<file path="src/design/lfe_pkg.sv">
`timescale 1ns / 1ps
// Shared types and constants for the LED pixel frame encoder.
// No dependencies; imported by every module of the block.
package lfe_pkg;

   localparam int LANES        = 3;
   localparam int LEVEL_W      = 17;
   localparam int DUTY_W       = 8;
   localparam int REG_W        = 11;
   localparam int LANE_STAGES  = 7;
   localparam int SLOT_BYTES   = 4;
   localparam int MAX_BYTES    = SLOT_BYTES + 1;
   localparam int CNT_W        = 3;
   localparam int REQ_DATA_W   = 56;
   localparam int RSP_DATA_W   = 8;
   localparam int CSR_ADDR_W   = 3;

   // register indexes of the configuration port
   localparam logic [CSR_ADDR_W-1:0] REG_STRIP_ID       = 3'd0;
   localparam logic [CSR_ADDR_W-1:0] REG_DISPLAY_LENGTH = 3'd1;
   localparam logic [CSR_ADDR_W-1:0] REG_TOTAL_LENGTH   = 3'd2;
   localparam logic [CSR_ADDR_W-1:0] REG_DATA_TAG       = 3'd3;
   localparam logic [CSR_ADDR_W-1:0] REG_RECIPIENT_TAG  = 3'd4;

   localparam logic [5:0]       STRIP_ID_RESET       = 6'd0;
   localparam logic [REG_W-1:0] DISPLAY_LENGTH_RESET = 11'd142;
   localparam logic [REG_W-1:0] TOTAL_LENGTH_RESET   = 11'd160;
   localparam logic [1:0]       DATA_TAG_RESET       = 2'd0;
   localparam logic [1:0]       RECIPIENT_TAG_RESET  = 2'd1;

   // linear segment of the curve: byte = floor(x * 1000 / 2312448), x <= 5242
   localparam logic [LEVEL_W-1:0] LOW_MAX     = 17'd5242;
   localparam logic [LEVEL_W-1:0] LOW_ONE_MIN = 17'd2313;
   localparam logic [LEVEL_W-1:0] LOW_TWO_MIN = 17'd4625;

   // cubic segment: n = 25x + 2^18, byte = floor(n^3 / 2^40 / 24389)
   localparam int N_W    = 21;
   localparam int SQ_W   = 2 * N_W;
   localparam int CUBE_W = 63;
   localparam int T_W    = 23;
   localparam int PROD_W = 41;
   localparam int QE_W   = 9;
   localparam int Q_W    = 10;
   localparam int CHK_W  = 25;
   localparam logic [N_W-1:0]    CUBE_MUL    = 21'd25;
   localparam logic [N_W-1:0]    CUBE_OFFSET = 21'd262144;
   localparam logic [PROD_W-1:0] RECIP       = 41'd176102;   // floor(2^32 / 24389)
   localparam logic [CHK_W-1:0]  DIVISOR     = 25'd24389;
   localparam logic [DUTY_W-1:0] DUTY_MAX    = 8'd255;

   typedef struct packed {
      logic       header;
      logic       color;
      logic       frame_end;
      logic [7:0] header_byte;
      logic [1:0] tag;
   } slot_info_type;

endpackage

</file>
<file path="src/design/lfe_lane.sv">
`timescale 1ns / 1ps
// One color lane: inverse CIE lightness curve to a duty byte, seven register stages.
// Depends on lfe_pkg.
module lfe_lane
   import lfe_pkg::*;
(
   input  logic               clock,
   input  logic               reset,
   input  logic               start,
   input  logic               take,
   input  logic [LEVEL_W-1:0] level,
   output logic [DUTY_W-1:0]  duty,
   output logic               done
);

   logic [LANE_STAGES-1:0] valid_ff;
   logic                   done_ff;

   logic              sat_ff, low_ff;
   logic [1:0]        lowq_ff;
   logic [N_W-1:0]    n1_ff, n2_ff;
   logic [SQ_W-1:0]   sq2_ff, ph3_ff, pl3_ff;
   logic [T_W-1:0]    t4_ff, t5_ff;
   logic [QE_W-1:0]   qe5_ff;
   logic [Q_W-1:0]    q6_ff;
   logic [DUTY_W-1:0] duty_ff;

   logic [N_W-1:0]    n1_in;
   logic [1:0]        lowq_in;
   logic [CUBE_W-1:0] cube;
   logic [PROD_W-1:0] prod;
   logic [Q_W-1:0]    qp;
   logic [CHK_W-1:0]  chk;
   logic [Q_W-1:0]    q6_in;
   logic [DUTY_W-1:0] duty_in;

   always_comb begin
      n1_in = N_W'(level[15:0]) * CUBE_MUL + CUBE_OFFSET;
      if (level >= LOW_TWO_MIN) begin
         lowq_in = 2'd2;
      end else if (level >= LOW_ONE_MIN) begin
         lowq_in = 2'd1;
      end else begin
         lowq_in = 2'd0;
      end
      cube  = (CUBE_W'(ph3_ff) << N_W) + CUBE_W'(pl3_ff);
      prod  = PROD_W'(t4_ff) * RECIP;
      qp    = Q_W'(qe5_ff) + Q_W'(1);
      chk   = CHK_W'(qp) * DIVISOR;
      q6_in = (CHK_W'(t5_ff) >= chk) ? qp : Q_W'(qe5_ff);
      if (sat_ff) begin
         duty_in = DUTY_MAX;
      end else if (low_ff) begin
         duty_in = DUTY_W'(lowq_ff);
      end else if (q6_ff > Q_W'(DUTY_MAX)) begin
         duty_in = DUTY_MAX;
      end else begin
         duty_in = q6_ff[DUTY_W-1:0];
      end
   end

   // payload stages; one slot in flight, so they simply settle
   always_ff @(posedge clock) begin
      sat_ff  <= level[LEVEL_W-1];
      low_ff  <= (level <= LOW_MAX);
      lowq_ff <= lowq_in;
      n1_ff   <= n1_in;
      sq2_ff  <= SQ_W'(n1_ff) * SQ_W'(n1_ff);
      n2_ff   <= n1_ff;
      ph3_ff  <= SQ_W'(sq2_ff[SQ_W-1:N_W]) * SQ_W'(n2_ff);
      pl3_ff  <= SQ_W'(sq2_ff[N_W-1:0]) * SQ_W'(n2_ff);
      t4_ff   <= cube[CUBE_W-1:CUBE_W-T_W];
      qe5_ff  <= prod[PROD_W-1:32];
      t5_ff   <= t4_ff;
      q6_ff   <= q6_in;
      duty_ff <= duty_in;
   end

   always_ff @(posedge clock) begin
      if (reset) begin
         valid_ff <= '0;
         done_ff  <= 1'b0;
      end else begin
         valid_ff <= {valid_ff[LANE_STAGES-2:0], start};
         done_ff  <= valid_ff[LANE_STAGES-1] | (done_ff & ~take);
      end
   end

   assign duty = duty_ff;
   assign done = done_ff;

endmodule

</file>
<file path="config.mk">
export PLATFORM = sky130hd
export DESIGN_NAME = lfe_lane
export DESIGN_NICKNAME = d
export VERILOG_FILES = /design/src/design/lfe_pkg.sv /design/src/design/lfe_lane.sv
export SDC_FILE = /design/constraint.sdc
export NUM_CORES = 2
export LEC_CHECK = 0
export BUFFER_PORTS_ARGS = -buffer_cell sky130_fd_sc_hd__buf_2
export CAP_MARGIN = 20
export CORE_MARGIN = 3
export CORE_UTILIZATION = 45
export CTS_CLUSTER_DIAMETER = 60
export DETAILED_ROUTE_END_ITERATION = 8
export GPL_ROUTABILITY_DRIVEN = 0
export PLACE_DENSITY = 0.73
export REMOVE_ABC_BUFFERS = 1
export SYNTH_ARGS = -nofsm -noshare
export SYNTH_HDL_FRONTEND = slang
export SYNTH_SLANG_ARGS = --single-unit
</file>
<file path="constraint.sdc">
create_clock -name clock -period 7.7 [get_ports clock]
set_clock_uncertainty 0.1 [all_clocks]
set_input_delay 0.77 -clock clock [delete_from_list [all_inputs] [get_ports clock]]
set_output_delay 0.77 -clock clock [all_outputs]
set_load 0.02 [all_outputs]
</file>
# Word-level counts from Yosys, hierarchy flattened
# Index checks and enable logic that the tools add are counted.
# totals
wordCells	37
ff_bits	253
input_bits	21
output_inout_bits	9
# classes
bitwise	3
addsub	3
mul	6
magnitude_cmp	5
mux	4
# op_table
cell	n
21-bit by 21-bit multiplier with 42-bit output	3
63-bit by 42-bit adder with 63-bit output	1
23-bit by 17-bit multiplier with 40-bit output, second input constant	1
23-bit by 25-bit >= comparator with 1-bit output	1
10-bit by 15-bit multiplier with 25-bit output, second input constant	1
21-bit by 19-bit adder with 21-bit output, second input constant	1
16-bit by 5-bit multiplier with 21-bit output, second input constant	1
17-bit by 12-bit >= comparator with 1-bit output, second input constant	1
17-bit by 13-bit >= comparator with 1-bit output, second input constant	1
17-bit by 13-bit less-or-equal comparator with 1-bit output, second input constant	1
8-bit 2-to-1 mux	2
9-bit by 1-bit adder with 10-bit output, second input constant	1
10-bit by 8-bit greater-than comparator with 1-bit output, second input constant	1
9-bit 2-to-1 mux	1
1-bit AND	1
1-bit 2-to-1 mux	1
1-bit inverter	1
1-bit bitwise OR	1

# Depth between registers and ports, before layout
# logic_depth
depth_word	4
depth_mapped	32
ltp_nobuf	32

# Least setup slack after synthesis
# OpenSTA, ideal clock, no wires.
# synth_timing
path_kind	reg-to-reg
from	register qe5_ff[0]
to	register q6_ff[1]
path_slack_ns	-0.229
stages_incl_launch_ff	32
path_buffers	0
setup_ns	0.121
arrival_ns	7.708
cell_sequence	dfxtp_1 > ha_1 > and3_1 > and3_1 > and3_1 > xor2_1 > inv_1 > fa_1 > inv_1 > fa_1 > inv_1 > fa_1 > inv_1 > fa_1 > inv_1 > ha_1 > ha_1 > a21oi_1 > nor2_1 > nor2_1 > o21ai_0 > a21oi_1 > o21bai_1 > a21oi_1 > xor2_1 > ha_1 > or4_1 > or4_1 > a21oi_1 > a211oi_4 > nand2_4 > mux2_4
# synth_via
elab_chain_len	4
# synth_rtl
element	line_no	rtl
start: declaration	lfe_lane.sv:24	logic [QE_W-1:0] qe5_ff;
start signal: assignment	lfe_lane.sv:73	qe5_ff <= prod[PROD_W-1:32];
9-bit by 1-bit adder with 10-bit output *	lfe_lane.sv:48	qp = Q_W'(qe5_ff) + Q_W'(1);
10-bit by 15-bit multiplier with 25-bit output	lfe_lane.sv:49	chk = CHK_W'(qp) * DIVISOR;
23-bit by 25-bit >= comparator with 1-bit output	lfe_lane.sv:50	q6_in = (CHK_W'(t5_ff) >= chk) ? qp : Q_W'(qe5_ff);
9-bit 2-to-1 mux *	lfe_lane.sv:50	
net q6_in[1]	lfe_lane.sv:34	logic [Q_W-1:0] q6_in;
end signal: assignment	lfe_lane.sv:75	q6_ff <= q6_in;
end: declaration	lfe_lane.sv:25	logic [Q_W-1:0] q6_ff;
# The timed path passes the listed nets; every way through them passes the cells marked *.
# A chain may end at the register's enable or synchronous reset.

# Worst setup path after layout
# Same ends and word-level chain as after synthesis.

==> results by group <==
Synthesis
  • Top FF cell, synth: dfxtp_1
  • Post-synth top area cell: fa_1
  • YS warnings: 0
  • Post-synth cell types: 72
  • Synth Cell Area: 58000 um^2
  • Synth top cells by count: 1512 x inv_1, 1240 x fa_1, 822 x ha_1
  • Synth Register Bits: 230
  • Avg Inst Size Synth: 9.45 um^2
  • Top-count cell post-synth: inv_1
  • Main area contributors after synthesis: fa_1 43%, ha_1 18%, inv_1 9.8%
  • Top cell type's share of synthesized area: 0.428
  • Post-synthesis sequential area ratio: 0.0793
  • Post-Synthesis Cells: 6140
  • Ys async rst share: 0
  • Post-synth EDFFs: 0

Clocking
  • CTS buffer count: 34
  • Reg clk slew, reported paths: 0.06 ns
  • Clk root buf: clkbuf_16
  • Clock sink count: 230
  • CTS tree: built
  • H-tree depth: 2
  • Worst-Skew Late Latency: 0.57 ns
  • Longest Clk Path Bufs: 3

Floorplanning
  • Initial Utilization: 0.454
  • Chip height: 365 um
  • I/O pin cnt: 30
  • Core area: 128000 um^2
  • Die width: 365 um
  • Row count: 131
  • Total die area: 133000 um^2

Layout
  • NumNets Final: 8244
  • Fillers: 11600
  • Diodes inserted: 0
  • Flip-flop and latch area: 4620 um^2
  • Layout cells sized above 1: 0.0505
  • Area Overhead vs Synth: 7.09%
  • Multi-input logic area: 47100 um^2

Placed design
  • HPWL Detailed: 114 mm
  • Number of buffers inserted by port buffering: 29

Timing
  • Pin slew with the least headroom to its limit: 1.06 ns
  • FMAX: 134 MHz
  • Final hold slack: 0.291 ns
  • Count of pins over their slew limit: 0
  • Slew headroom: 0.293
  • Fin. Hold Viols: 0
  • # setup viols final: 0
  • Min Clock Period, post-route: 7.46 ns
  • Period utilization: 0.968

Worst setup path
  • CP Launch Type: register
  • Slowest cell on the critical path: or4_4
  • Worst reg-to-reg path cell count: 30
  • FF-to-FF Start: qe5_ff[0]
  • CP most frequent cell: ha_1
  • Worst setup path class: reg2reg
  • CP required: 8.06 ns
  • CP peak stage delay: 0.53 ns
  • RR Endpoint: q6_ff[1]
  • Highest net fanout along the worst path: 7
  • Crit. End Element: register
  • Worst EP arrival: 7.82 ns
  • Reg-to-reg slack, setup: 0.24 ns

Global route
  • Vias in the first global route: 44600
  • Largest net degree at the start of global routing: 42
  • Grt total ovfl: 0
  • Initial antenna violation count: 3
  • First-pass GRT wire length: 226 mm
  • GRT Overall Usage: 0.210

Detailed routing
  • Final ANT Viol Nets: 0
  • DRC: 0
  • WL final: 135 mm
  • DR iter-0 viols: 2386
  • DR vias/cell: 5.19
  • DR pass1 iterations: 5
  • Routed wire per std cell: 17.2 um
  • DR vias: 40700

Min path
  • Worst Hold Class: in2reg
  • Hold Crit Start: level[2]
  • Worst Hold Endpoint: n1_ff[2]
  • WHS Path Cells: 1

Job
  • Max Cap Violations: 0

Run status
  • Status: finished, final reports clean
## worst max-delay path by stage
stage,from,to,slack [ns],cells past startpoint
after CTS,qe5_ff[0],q6_ff[1],0.007,32
after global placement,qe5_ff[0],q6_ff[1],0.10,32
final,qe5_ff[0],q6_ff[1],0.24,30
after floorplan,qe5_ff[0],q6_ff[1],-0.23,31
after detailed placement,qe5_ff[0],q6_ff[1],0.03,31
after global routing,qe5_ff[0],q6_ff[1],-0.08,30
## critical path, delay by kind of cell, from the launching register on
family,cells,cell delay (ns)
xor gates and xnor gates,2,0.24
AOI/OAI and AO/OA,9,1.65
and+or+nand+nor,7,1.86
muxes,1,0.29
buffers and inverters,4,0.42
adders and majority gates,7,2.44
DFF,1,0.34
## sequential cells by signal, indices dropped and copies added, names as in the netlist
register,cells
ph3_ff,42
lowq_ff,2
duty,8
valid_ff,7
sq2_ff,41
low_ff,1
t4_ff,23
sat_ff,1
done,1
n1_ff,21
n2_ff,20
pl3_ff,21
t5_ff,23
q6_ff,10
qe5_ff,9
## layout make-up
type | count | share of cell area
clock buffer | 40 | 0.0145
clock inverter | 19 | 0.00358
inverter | 1512 | 0.0913
multi-input combinational | 4189 | 0.757
sequential | 230 | 0.0743
tap | 1662 | 0.0335
timing repair buffer | 194 | 0.0253
## layer usage
layer  track usage  share of wire  vias up
met3        0.0331          0.070      330
li1              -              -    18500
met2         0.368           0.49     1392
met4        0.0686          0.036        0
met5             0              0        -
met1         0.267           0.40    20500
## stage by stage
step	area (um^2)	util	instances	setup slack, ns	setup TNS (ns)
after floorplan	57300	-	5931	-0.229	-0.320
after global placement	60900	0.476	7781	0.100	0
after detailed placement	60900	0.476	7781	0.0251	0
after CTS	62000	0.485	7840	0.00651	0
after global routing	62200	0.486	7846	-0.0830	-0.407
final	62200	0.486	7846	0.244	0
## cell families (layout without fill, tap and decap cells)
group                      count (synthesis)  in the layout  share of synthesized area
adders and majority gates               2062           2062                      0.605
AOI/OAI and AO/OA                        472            472                     0.0542
muxes                                      3              3                   0.000625
DFF                                      230            230                     0.0793
and+or+nand+nor                         1470           1470                      0.123
buffers and inverters                   1724           1765                      0.111
xor gates and xnor gates                 177            177                     0.0268
other                                      2              5                   0.000129
## timing repair
action	in CTS	in global routing
resized for setup	0	37
pin swaps	1	8
hold buffers	0	0
setup endpoints to repair	2	32
setup buffers	0	6
## placed cells by master (no fill, tap or decap), drive strengths merged, types with 6 or more instances in the layout
master,synthesis,final
fa,1240,1240
nand2b,25,25
and3,26,26
o21ai,86,86
a221oi,8,8
a31oi,12,12
nor3,30,30
nand3,51,51
nor2b,28,28
o31ai,7,7
clkinv,0,9
nand2,705,705
xnor2,109,109
xor2,68,68
and2,430,430
o2111ai,6,6
a21o,82,82
nor2,112,112
o211ai,12,12
or2,11,11
o21a,22,22
a2111oi,8,8
nand4,19,19
a21oi,119,119
inv,1512,1519
o21bai,25,25
or3,9,9
a311oi,6,6
ha,822,822
dfxtp,230,230
clkbuf,209,40
buf,3,194
a211o,13,13
a211oi,25,25
Power is not shown: default switching activity piles up to over one toggle a cycle in this logic, so the estimate is an artifact.
