File: src/design/lfe_pkg.sv
`timescale 1ns / 1ps
// Shared types and constants for the LED pixel frame encoder.
// No dependencies; imported by every module of the block.
package lfe_pkg;

   localparam int LANES        = 3;
   localparam int LEVEL_W      = 17;
   localparam int DUTY_W       = 8;
   localparam int REG_W        = 11;
   localparam int LANE_STAGES  = 7;
   localparam int SLOT_BYTES   = 4;
   localparam int MAX_BYTES    = SLOT_BYTES + 1;
   localparam int CNT_W        = 3;
   localparam int REQ_DATA_W   = 56;
   localparam int RSP_DATA_W   = 8;
   localparam int CSR_ADDR_W   = 3;

   // register indexes of the configuration port
   localparam logic [CSR_ADDR_W-1:0] REG_STRIP_ID       = 3'd0;
   localparam logic [CSR_ADDR_W-1:0] REG_DISPLAY_LENGTH = 3'd1;
   localparam logic [CSR_ADDR_W-1:0] REG_TOTAL_LENGTH   = 3'd2;
   localparam logic [CSR_ADDR_W-1:0] REG_DATA_TAG       = 3'd3;
   localparam logic [CSR_ADDR_W-1:0] REG_RECIPIENT_TAG  = 3'd4;

   localparam logic [5:0]       STRIP_ID_RESET       = 6'd0;
   localparam logic [REG_W-1:0] DISPLAY_LENGTH_RESET = 11'd142;
   localparam logic [REG_W-1:0] TOTAL_LENGTH_RESET   = 11'd160;
   localparam logic [1:0]       DATA_TAG_RESET       = 2'd0;
   localparam logic [1:0]       RECIPIENT_TAG_RESET  = 2'd1;

   // linear segment of the curve: byte = floor(x * 1000 / 2312448), x <= 5242
   localparam logic [LEVEL_W-1:0] LOW_MAX     = 17'd5242;
   localparam logic [LEVEL_W-1:0] LOW_ONE_MIN = 17'd2313;
   localparam logic [LEVEL_W-1:0] LOW_TWO_MIN = 17'd4625;

   // cubic segment: n = 25x + 2^18, byte = floor(n^3 / 2^40 / 24389)
   localparam int N_W    = 21;
   localparam int SQ_W   = 2 * N_W;
   localparam int CUBE_W = 63;
   localparam int T_W    = 23;
   localparam int PROD_W = 41;
   localparam int QE_W   = 9;
   localparam int Q_W    = 10;
   localparam int CHK_W  = 25;
   localparam logic [N_W-1:0]    CUBE_MUL    = 21'd25;
   localparam logic [N_W-1:0]    CUBE_OFFSET = 21'd262144;
   localparam logic [PROD_W-1:0] RECIP       = 41'd176102;   // floor(2^32 / 24389)
   localparam logic [CHK_W-1:0]  DIVISOR     = 25'd24389;
   localparam logic [DUTY_W-1:0] DUTY_MAX    = 8'd255;

   typedef struct packed {
      logic       header;
      logic       color;
      logic       frame_end;
      logic [7:0] header_byte;
      logic [1:0] tag;
   } slot_info_type;

endpackage

File: src/design/lfe_merge.sv
`timescale 1ns / 1ps
// Merge stage: packs the three lane bytes into tagged bytes, 6 data bits each, and sends them.
// Depends on lfe_pkg.
module lfe_merge
   import lfe_pkg::*;
(
   input  logic                  clock,
   input  logic                  reset,
   input  logic                  load_valid,
   output logic                  load_ready,
   input  slot_info_type         info,
   input  logic [DUTY_W-1:0]     red_duty,
   input  logic [DUTY_W-1:0]     green_duty,
   input  logic [DUTY_W-1:0]     blue_duty,
   output logic                  rsp_tvalid,
   input  logic                  rsp_tready,
   output logic [RSP_DATA_W-1:0] rsp_tdata,
   output logic                  rsp_tlast,
   output logic                  rsp_tuser
);

   logic [7:0]       buf_ff [MAX_BYTES];
   logic [7:0]       buf_in [MAX_BYTES];
   logic [CNT_W-1:0] cnt_ff, cnt_in;
   logic             fend_ff;
   logic             xfer, load;
   logic [7:0]       pkt [SLOT_BYTES];

   assign xfer       = (cnt_ff != '0) & rsp_tready;
   assign load_ready = (cnt_ff == '0) | ((cnt_ff == CNT_W'(1)) & xfer);
   assign load       = load_valid & load_ready;

   always_comb begin
      if (info.color) begin
         pkt[0] = {info.tag, blue_duty[7:2]};
         pkt[1] = {info.tag, blue_duty[1:0], green_duty[7:4]};
         pkt[2] = {info.tag, green_duty[3:0], red_duty[7:6]};
         pkt[3] = {info.tag, red_duty[5:0]};
      end else begin
         for (int i = 0; i < SLOT_BYTES; i++) begin
            pkt[i] = {info.tag, 6'd0};
         end
      end

      for (int i = 0; i < MAX_BYTES; i++) begin
         buf_in[i] = buf_ff[i];
      end
      if (xfer) begin
         for (int i = 0; i < MAX_BYTES - 1; i++) begin
            buf_in[i] = buf_ff[i + 1];
         end
      end
      cnt_in = cnt_ff - CNT_W'(xfer);

      if (load) begin
         if (info.header) begin
            buf_in[0] = info.header_byte;
            for (int i = 0; i < SLOT_BYTES; i++) begin
               buf_in[i + 1] = pkt[i];
            end
            cnt_in = CNT_W'(MAX_BYTES);
         end else begin
            for (int i = 0; i < SLOT_BYTES; i++) begin
               buf_in[i] = pkt[i];
            end
            cnt_in = CNT_W'(SLOT_BYTES);
         end
      end
   end

   always_ff @(posedge clock) begin
      buf_ff <= buf_in;
      if (load) begin
         fend_ff <= info.frame_end;
      end
   end

   always_ff @(posedge clock) begin
      if (reset) begin
         cnt_ff <= '0;
      end else begin
         cnt_ff <= cnt_in;
      end
   end

   assign rsp_tvalid = (cnt_ff != '0);
   assign rsp_tdata  = buf_ff[0];
   assign rsp_tlast  = (cnt_ff == CNT_W'(1));
   assign rsp_tuser  = (cnt_ff == CNT_W'(1)) & fend_ff;

endmodule

File: config.mk
export PLATFORM = sky130hd
export DESIGN_NAME = lfe_merge
export DESIGN_NICKNAME = d
export VERILOG_FILES = /design/src/design/lfe_pkg.sv /design/src/design/lfe_merge.sv
export SDC_FILE = /design/constraint.sdc
export NUM_CORES = 1
export LEC_CHECK = 0
export ABC_AREA = 1
export BUFFER_PORTS_ARGS = -buffer_cell sky130_fd_sc_hd__buf_2
export CORE_ASPECT_RATIO = 0.7
export CORE_UTILIZATION = 28
export DETAILED_ROUTE_END_ITERATION = 12
export PLACE_DENSITY = 0.45
export SETUP_SLACK_MARGIN = 0.05
export SLEW_MARGIN = 20
export SYNTH_ARGS = -nofsm -noshare
export SYNTH_HDL_FRONTEND = slang
export SYNTH_SLANG_ARGS = --single-unit
export TNS_END_PERCENT = 100
File: constraint.sdc
create_clock -name clock -period 5.7 [get_ports clock]
set_clock_uncertainty 0.2 [all_clocks]
set_input_delay 1.14 -clock clock [delete_from_list [all_inputs] [get_ports clock]]
set_output_delay 1.14 -clock clock [all_outputs]
set_load 0.01 [all_outputs]
# Yosys cells after proc, flatten, opt, wreduce, memory -nomap -nowiden
# Index checks and enable logic that the tools add are counted.
# Widths: inputs -> output; s select.
[totals]
regBits = 44
in_bits = 41
output_inout_bits = 12
elab_cells = 25
[classes]
n_addsub = 1
n_eq_ne = 1
mux = 7
bitwise_logic = 5
reduce_logical = 4
[op_table]
columns = ["cell", "count"]
rows = [
  ["$mux 32", 2],
  ["$mux 40", 1],
  ["$mux 30", 1],
  ["$mux 8", 1],
  ["$and 1x1->1", 4],
  ["$eq 3x1->1 const B", 1],
  ["$logic_not 3->1", 1],
  ["$mux 3", 1],
  ["$reduce_bool 3->1", 1],
  ["$sub 3x1->3", 1],
  ["$reduce_and 2->1", 1],
  ["$reduce_bool 2->1", 1],
  ["$mux 1", 1],
  ["$or 1x1->1", 1],
]

# Longest topological paths before layout
# Gate-level depths: netlist (run 1).
[depth]
ltp_word = 6
depth_mapped = 9
ltp_nobuf = 9

# Least setup slack after synthesis (run 1)
# OpenSTA, ideal clock, no wires.
[synth_path]
path_type = "input to output"
from = "input port rsp_tready"
to = "output port load_ready"
arrival_time_ps = 1417
t_required_ps = 4360
setup_slack_ps = 2943
cell_stages = 4
path_buffers = 0
cell_sequence = "inv_1 -> nand2_1 -> nand2_1 -> inv_1"
[synth_between]
elab_chain_len = 3
[synth_lines]
columns = ["item", "line_no", "rtl"]
rows = [
  ["start: declaration", "lfe_merge.sv:16", "input logic rsp_tready,"],
  ["$and 1x1->1", "lfe_merge.sv:29", "assign xfer = (cnt_ff != '0) & rsp_tready;"],
  ["$and 1x1->1", "lfe_merge.sv:30", "assign load_ready = (cnt_ff == '0) | ((cnt_ff == CNT_W'(1)) & xfer);"],
  ["$or 1x1->1", "lfe_merge.sv:30", ""],
  ["end: declaration", "lfe_merge.sv:10", "output logic load_ready,"],
]
# No other way between the ends.

# Worst setup path after layout (run 1)
# Same ends and word-level chain as after synthesis.

==> summary.log, run 1 <==
[route] detailed-route wire length per cell 12.6 um
[place] post-detailed-placement cell area 0.00256 mm^2
[final_layout] Syn-to-layout area delta 16.9%
[final_layout] register area 0.00129 mm^2
[place] placed wire-length estimate 3280 um
[floorplan] Die Outline Area 0.00861 mm^2
[sta] clock period minus worst slack 2.97 ns
[place] number of input and output port buffers inserted 52
[clock_tree] clock root buffer sky130_fd_sc_hd__clkbuf_16
[worst_setup_path] Crit path arrival time 1.63 ns
[clock_tree] maximum level of the CTS H-tree 2
[pwr] Power Dens Cells 487 mW/mm^2
[sta] actual slew at the worst max-slew pin 0.630 ns
[synth] post-synth net total 317
[clock_tree] TritonCTS clock tree built
[worst_setup_path] cells traversed along the worst timing path buf_2 > inv_1 > nand2_1 > nand2_1 > inv_1 > buf_2
[synth] sequential fraction of the synthesis area 0.560
[global_route] antenna violations before repair 0
[route] drt pass-1 iters 4
[clock_tree] clock-pin slew on the worst setup and hold paths 0.06 ns
[clock_tree] clock network latency to the later pin of the worst-skew pair 0.28 ns
[sta] final cycle utilization of the critical path 0.521
[synth] number of different library cells in the post-synthesis netlist 19
[sta] setup repair after global routing missed its margin false
[worst_setup_path] slowest CP cell sky130_fd_sc_hd__buf_2
[sta] final number of setup-violating endpoints 0
[worst_setup_path] startpoint of the most critical register-to-register path cnt_ff[2]$_SDFF_PP0_
[global_route] GRT Util Overall 0.124
[final_layout] Multi-input gate area 805 um^2
[hold_path] Min-Delay Path Class register to register
[pwr] Static Leak 1.33 nW
[floorplan] IO Pins 53
[global_route] global-route wire length before repair 8360 um
[final_layout] layout cell share with drive strength beyond 1 0.205
[sta] Slew Limit Headroom 0.580
[final_layout] leading cell type in the layout, fill and taps excluded sky130_fd_sc_hd__nand2_1
[final_layout] commonest cells after routing, fill and taps aside sky130_fd_sc_hd__nand2_1, sky130_fd_sc_hd__buf_2, sky130_fd_sc_hd__edfxtp_1
[route] WL final 5190 um
[clock_tree] post-cts resize count 0
[worst_setup_path] data required time of the worst path 4.36 ns
[clock_tree] total of hold buffers inserted after clock tree synthesis 0
[clock_tree] TritonCTS Sinks 44
[run] number of max-cap violations 0
[worst_setup_path] largest fanout of any net on the critical path 3
[synth] Yosys Warn Count 0
[floorplan] Core Region 0.00791 mm^2
[final_layout] fill cell total of the finished layout 838
[synth] flop and latch count out of synthesis 44
[pwr] Power Total 1.31 mW
[hold_path] startpoint of the tightest hold check path buf_ff[10]$_DFFE_PP_
[final_layout] cell area after layout 0.00270 mm^2
[route] vias 1748
[worst_setup_path] CP Launch Point rsp_tready
[outcome] run status finished, final reports clean
[sta] Hold Violations, Final 0
[sta] count of final max-slew check failures 0
[synth] post-synthesis instance area 0.00231 mm^2
[worst_setup_path] CP Capture Type primary output
[worst_setup_path] R2R depth 5
[clock_tree] number of clock buffers inserted by TritonCTS 5
[route] average vias per placed instance 4.23
[synth] per-instance average area after synthesis 8.42 um^2
[route] number of nets still failing antenna checks after routing 0
[final_layout] final net count 354
[pwr] worst ir drop on vdd 0.000372 V
[worst_setup_path] total number of cells along the worst setup path 6
[synth] count of mapped cells out of synthesis 274
[floorplan] std cell rows 27
[clock_tree] CTS Buffer Depth 2
[place] final RePlAce weighted congestion 0.749
[floorplan] Die W 110 um
[clock_tree] Setup Fix Bufs, Post-CTS 0
[worst_setup_path] CP top delay family buffers and inverters
[global_route] vias in the first global route 1556
[hold_path] Min-Delay Path Depth 2
[worst_setup_path] buffering stage count on the worst path with inverters included 4
[route] DRC marker count from the first detailed-route iteration 107
[floorplan] height of the die 77.9 um
[place] Cells after DPL 405
[route] drt drc 0
[final_layout] number of non-filler instances in the completed layout 413
[sta] fmax 0.337 GHz
[sta] Total Negative Setup Slacks 0 ns
[final_layout] antenna cell count 0
[worst_setup_path] startpoint class of the critical path primary input
[global_route] overflow left after global routing 0
[global_route] largest net degree at the start of global routing 37
[sta] post-route worst hold slack 0.316 ns
[floorplan] initial core utilization 0.292
[worst_setup_path] Max stage delay on crit path 0.12 ns
[worst_setup_path] CP Class primary input to primary output
## metrics by stage
step | utilization | setup WS (ns)
5_1_grt | 0.341 | 2.69
3_3_place_gp | 0.324 | 2.74
2_1_floorplan | - | 2.94
3_5_place_dp | 0.324 | 2.71
4_1_cts | 0.341 | 2.73
6_report | 0.341 | 2.73
## worst register-to-register path, delay by kind of cell, from the launching register on
kind                   cells  cell delay, ns
AND/OR/NAND/NOR            4            0.87
buffers and inverters      1            0.57
flip-flops                 1            0.34
## layout make-up
type	instances	share of cell area
sequential	44	0.479
multi-input combinational	189	0.298
timing repair buffer	53	0.0993
tap	101	0.0469
clock buffer	5	0.0464
inverter	18	0.0251
clock inverter	3	0.00510
## path summary, 6_finish.rpt
check | slack, ns | endpoint
setup / recovery | 2.73 | load_ready
hold reg to reg | 0.32 | buf_ff[18]$_DFFE_PP_
setup reg to reg | 3.61 | buf_ff[30]$_DFFE_PP_
hold / removal | 0.32 | buf_ff[18]$_DFFE_PP_
## routing by layer
layer	part of all wire	vias to the layer above	GRT usage
met5	0	-	0
met4	0.0044	0	0.0360
met3	0.050	2	0.0352
met2	0.39	46	0.168
met1	0.56	755	0.188
li1	-	945	-
## synthesized netlist by cell type
master,count,area (um^2)
sky130_fd_sc_hd__buf_2,9,45.0
sky130_fd_sc_hd__inv_1,16,60.1
sky130_fd_sc_hd__nor2_4,1,11.3
sky130_fd_sc_hd__nand4_1,1,6.26
sky130_fd_sc_hd__nor2_1,2,7.51
sky130_fd_sc_hd__o21ai_1,2,10.0
sky130_fd_sc_hd__edfxtp_1,41,1230
sky130_fd_sc_hd__buf_6,2,22.5
sky130_fd_sc_hd__nand3_1,25,125
sky130_fd_sc_hd__nand3_4,1,17.5
sky130_fd_sc_hd__ha_1,2,25.0
sky130_fd_sc_hd__xnor2_1,1,8.76
sky130_fd_sc_hd__inv_2,2,7.51
sky130_fd_sc_hd__buf_4,8,60.1
sky130_fd_sc_hd__dfxtp_1,3,60.1
sky130_fd_sc_hd__o21ai_0,10,50.1
sky130_fd_sc_hd__nand2_1,142,533
sky130_fd_sc_hd__a21oi_1,2,10.0
sky130_fd_sc_hd__clkbuf_1,4,15.0
## registers in the layout (all words and copies together) (netlist names)
signal     flops
buf_ff        32
fend_ff        1
rsp_tdata      8
cnt_ff         3
## cells by family after synthesis
family,after synthesis,synth area share
flops,44,0.560
compound gates,14,0.0304
simple gates,172,0.304
fa+ha+maj,2,0.0109
xor+xnor,1,0.00380
buf+inv,41,0.0912
## report_power, final
part           total (mW)  leakage (nW)  internal (mW)  switching, mW
combinational       0.429         0.830          0.136          0.293
clock               0.276        0.0710          0.159          0.117
sequential          0.607         0.425          0.569         0.0376
Note: power is estimated with default switching activity, not from simulation.
==> inputs of run 2 (changes only) <==
clock period = 2.95 ns   (was 5.7 ns; I/O delays follow)
==> run 2 against run 1 <==
  * Worst setup slack worse by 1.7 ns
  * Die area stayed put
  * Non-clock buffer count is 2 higher
  * Combinational power is 95% higher
  * Sequential share of layout area is 0.27 points lower
  * Core utilization is 0.19 points higher
  * Design area is 0.56% higher
  * Critical path type is now register to primary output
  * Highest routed layer unchanged
==> summary.log, run 2 (synthesis gave the netlist of run 1 again) <==
[global_route] antenna violations before repair 1 [+1]
[final_layout] Largest register FFs 32 [unchanged]
[worst_setup_path] slowest CP cell sky130_fd_sc_hd__dfxtp_1
[clock_tree] clock network latency to the later pin of the worst-skew pair 0.28 ns [about the same]
[sta] Total Negative Setup Slacks 0 ns [unchanged]
[global_route] met1 layer usage reported by global route 0.187 [-0.00173]
[final_layout] leading cell type in the layout, fill and taps excluded sky130_fd_sc_hd__nand2_1
[final_layout] layout cell share with drive strength beyond 1 0.210 [+0.00506]
[sta] fmax 0.518 GHz
[sta] actual slew at the worst max-slew pin 0.607 ns [-0.0232 ns]
[clock_tree] Setup Fix Bufs, Post-CTS 0 [unchanged]
[outcome] run status finished, final reports clean
[worst_setup_path] CP Class register to primary output
[global_route] overflow left after global routing 0 [unchanged]
[sta] final number of setup-violating endpoints 0 [unchanged]
[worst_setup_path] R2R depth 8 [+3]
[sta] clock period minus worst slack 1.93 ns
[pwr] Power Total 2.55 mW [+94%]
[final_layout] Syn-to-layout area delta 17.6%
[worst_setup_path] data required time of the worst path 2.16 ns [-2.20 ns]
[worst_setup_path] largest fanout of any net on the critical path 6 [+3]
[pwr] Static Leak 1.34 nW [+0.70%]
[route] WL final 5140 um [-0.89%]
[place] number of input and output port buffers inserted 52 [unchanged]
[clock_tree] TritonCTS Sinks 44 [unchanged]
[route] drt pass-1 iters 4 [unchanged]
[clock_tree] clock-pin slew on the worst setup and hold paths 0.06 ns [about the same]
[global_route] GRT Util Overall 0.126 [+0.00181]
[worst_setup_path] Max stage delay on crit path 0.34 ns [+0.22 ns]
[global_route] met3 Track Usage GR 0.0438 [+0.00859]
[global_route] met2 demand-to-capacity share in global routing 0.171 [+0.00373]
[clock_tree] total of hold buffers inserted after clock tree synthesis 0 [unchanged]
[pwr] worst ir drop on vdd 0.000450 V [+21%]
[sta] Slew Limit Headroom 0.595 [+0.0154]
[clock_tree] post-cts resize count 0 [unchanged]
[clock_tree] TritonCTS clock tree built
[clock_tree] number of clock buffers inserted by TritonCTS 5 [unchanged]
[worst_setup_path] FF-to-FF setup slack 1.27 ns [-2.34 ns]
[worst_setup_path] Crit path arrival time 1.14 ns [-0.49 ns]
[floorplan] height of the die 77.9 um [unchanged]
[route] average vias per placed instance 4.21 [-0.42%]
[worst_setup_path] startpoint class of the critical path register
[route] number of nets still failing antenna checks after routing 0 [unchanged]
[sta] final cycle utilization of the critical path 0.654
[global_route] routing layer with the top usage in global route met1
[floorplan] Die W 110 um [unchanged]
[route] DRC marker count from the first detailed-route iteration 120 [+12%]
[final_layout] register bank with the most flops buf_ff
[worst_setup_path] CP Capture Type primary output
[final_layout] number of non-filler instances in the completed layout 415 [+0.48%]
[route] drt drc 0 [unchanged]
[worst_setup_path] cells traversed along the worst timing path nor2_4 > nand2_1 > nor2_1 > buf_2
[route] detailed-route wire length per cell 12.4 um [-1.4%]
[place] Cells after DPL 407 [+0.49%]
[worst_setup_path] startpoint of the most critical register-to-register path cnt_ff[2]$_SDFF_PP0_
[global_route] global-route wire length before repair 8470 um [+1.3%]
[final_layout] final net count 356 [+0.56%]
[route] vias 1749 [+0.057%]
[floorplan] initial core utilization 0.292 [unchanged]
[final_layout] commonest cells after routing, fill and taps aside sky130_fd_sc_hd__nand2_1, sky130_fd_sc_hd__buf_2, sky130_fd_sc_hd__edfxtp_1
[place] placed wire-length estimate 3380 um [+3.0%]
[place] final RePlAce weighted congestion 0.763 [+1.9%]
[worst_setup_path] endpoint of the worst-slack reg-to-reg timing path cnt_ff[2]$_SDFF_PP0_
[floorplan] Core Region 0.00791 mm^2 [unchanged]
[final_layout] antenna cell count 0 [unchanged]
[global_route] vias in the first global route 1603 [+3.0%]
[hold_path] startpoint of the tightest hold check path info[10]
[final_layout] fill cell total of the finished layout 870 [+3.8%]
[hold_path] Worst Hold End fend_ff$_DFFE_PP_
[pwr] Power Dens Cells 939 mW/mm^2 [+93%]
[floorplan] std cell rows 27 [unchanged]
[hold_path] Min-Delay Path Depth 1 [-1]
[clock_tree] CTS Buffer Depth 2 [unchanged]
[sta] Hold Violations, Final 0 [unchanged]
[global_route] largest net degree at the start of global routing 37 [unchanged]
[floorplan] Die Outline Area 0.00861 mm^2 [unchanged]
[hold_path] Min-Delay Path Class primary input to register
[clock_tree] maximum level of the CTS H-tree 2 [unchanged]
[sta] setup repair after global routing missed its margin false
[floorplan] IO Pins 53 [unchanged]
[sta] count of final max-slew check failures 0 [unchanged]
[clock_tree] clock root buffer sky130_fd_sc_hd__clkbuf_16
[run] number of max-cap violations 0 [unchanged]
run 2: cell types whose count changed in the layout (fill, tap and decap cells not counted), sizes merged:
cell | before | now
buf | 53 | 55
run 2: final cells by class:
type                       count  area [um^2]  area share
sequential                    44         1290       0.476
clock buffer                   5          125      0.0461
multi-input combinational    189          805       0.297
inverter                      18         67.6      0.0249
clock inverter                 3         13.8     0.00508
tap                          101          126      0.0466
timing repair buffer          55          283       0.104
run 2: worst max path at each step:
stage                    startpoint                    to  slack [ns]
2_1_floorplan            load_valid  buf_ff[10]$_DFFE_PP_         1.0
3_3_place_gp             rsp_tready  buf_ff[31]$_DFFE_PP_        0.99
3_5_place_dp             rsp_tready  buf_ff[14]$_DFFE_PP_        0.96
4_1_cts        cnt_ff[2]$_SDFF_PP0_             rsp_tuser        1.01
5_1_grt        cnt_ff[2]$_SDFF_PP0_             rsp_tuser        0.95
6_report       cnt_ff[2]$_SDFF_PP0_             rsp_tuser        1.02
run 2: critical path, delay by kind of cell (launching register included):
| family | cells | cell delay, ns |
|---|---|---|
| simple gates | 3 | 0.39 |
| buf+inv | 1 | 0.13 |
| flops | 1 | 0.34 |
run 2: metrics by stage:
step | instance area [um^2] | util | setup WS, ns | hold slack [ns]
floorplan | 2310 | - | 0.998 | 0.294
global placement | 2570 | 0.325 | 0.990 | 0.299
detailed placement | 2570 | 0.325 | 0.960 | 0.303
CTS | 2710 | 0.343 | 1.01 | 0.283
global route | 2710 | 0.343 | 0.945 | 0.286
finish | 2710 | 0.343 | 1.02 | 0.286
run 2: routing by layer:
metal  up-vias  share of wire
li1        946              -
met1       734           0.53
met2        62           0.38
met3         7          0.076
met4         0         0.0082
met5         -              0
run 2: where the power goes:
| group | switching (mW) | internal, mW | total (mW) |
|---|---|---|---|
| logic | 0.563 | 0.272 | 0.835 |
| registers | 0.0758 | 1.10 | 1.18 |
| clock network | 0.227 | 0.308 | 0.534 |
| total | 0.866 | 1.68 | 2.55 |
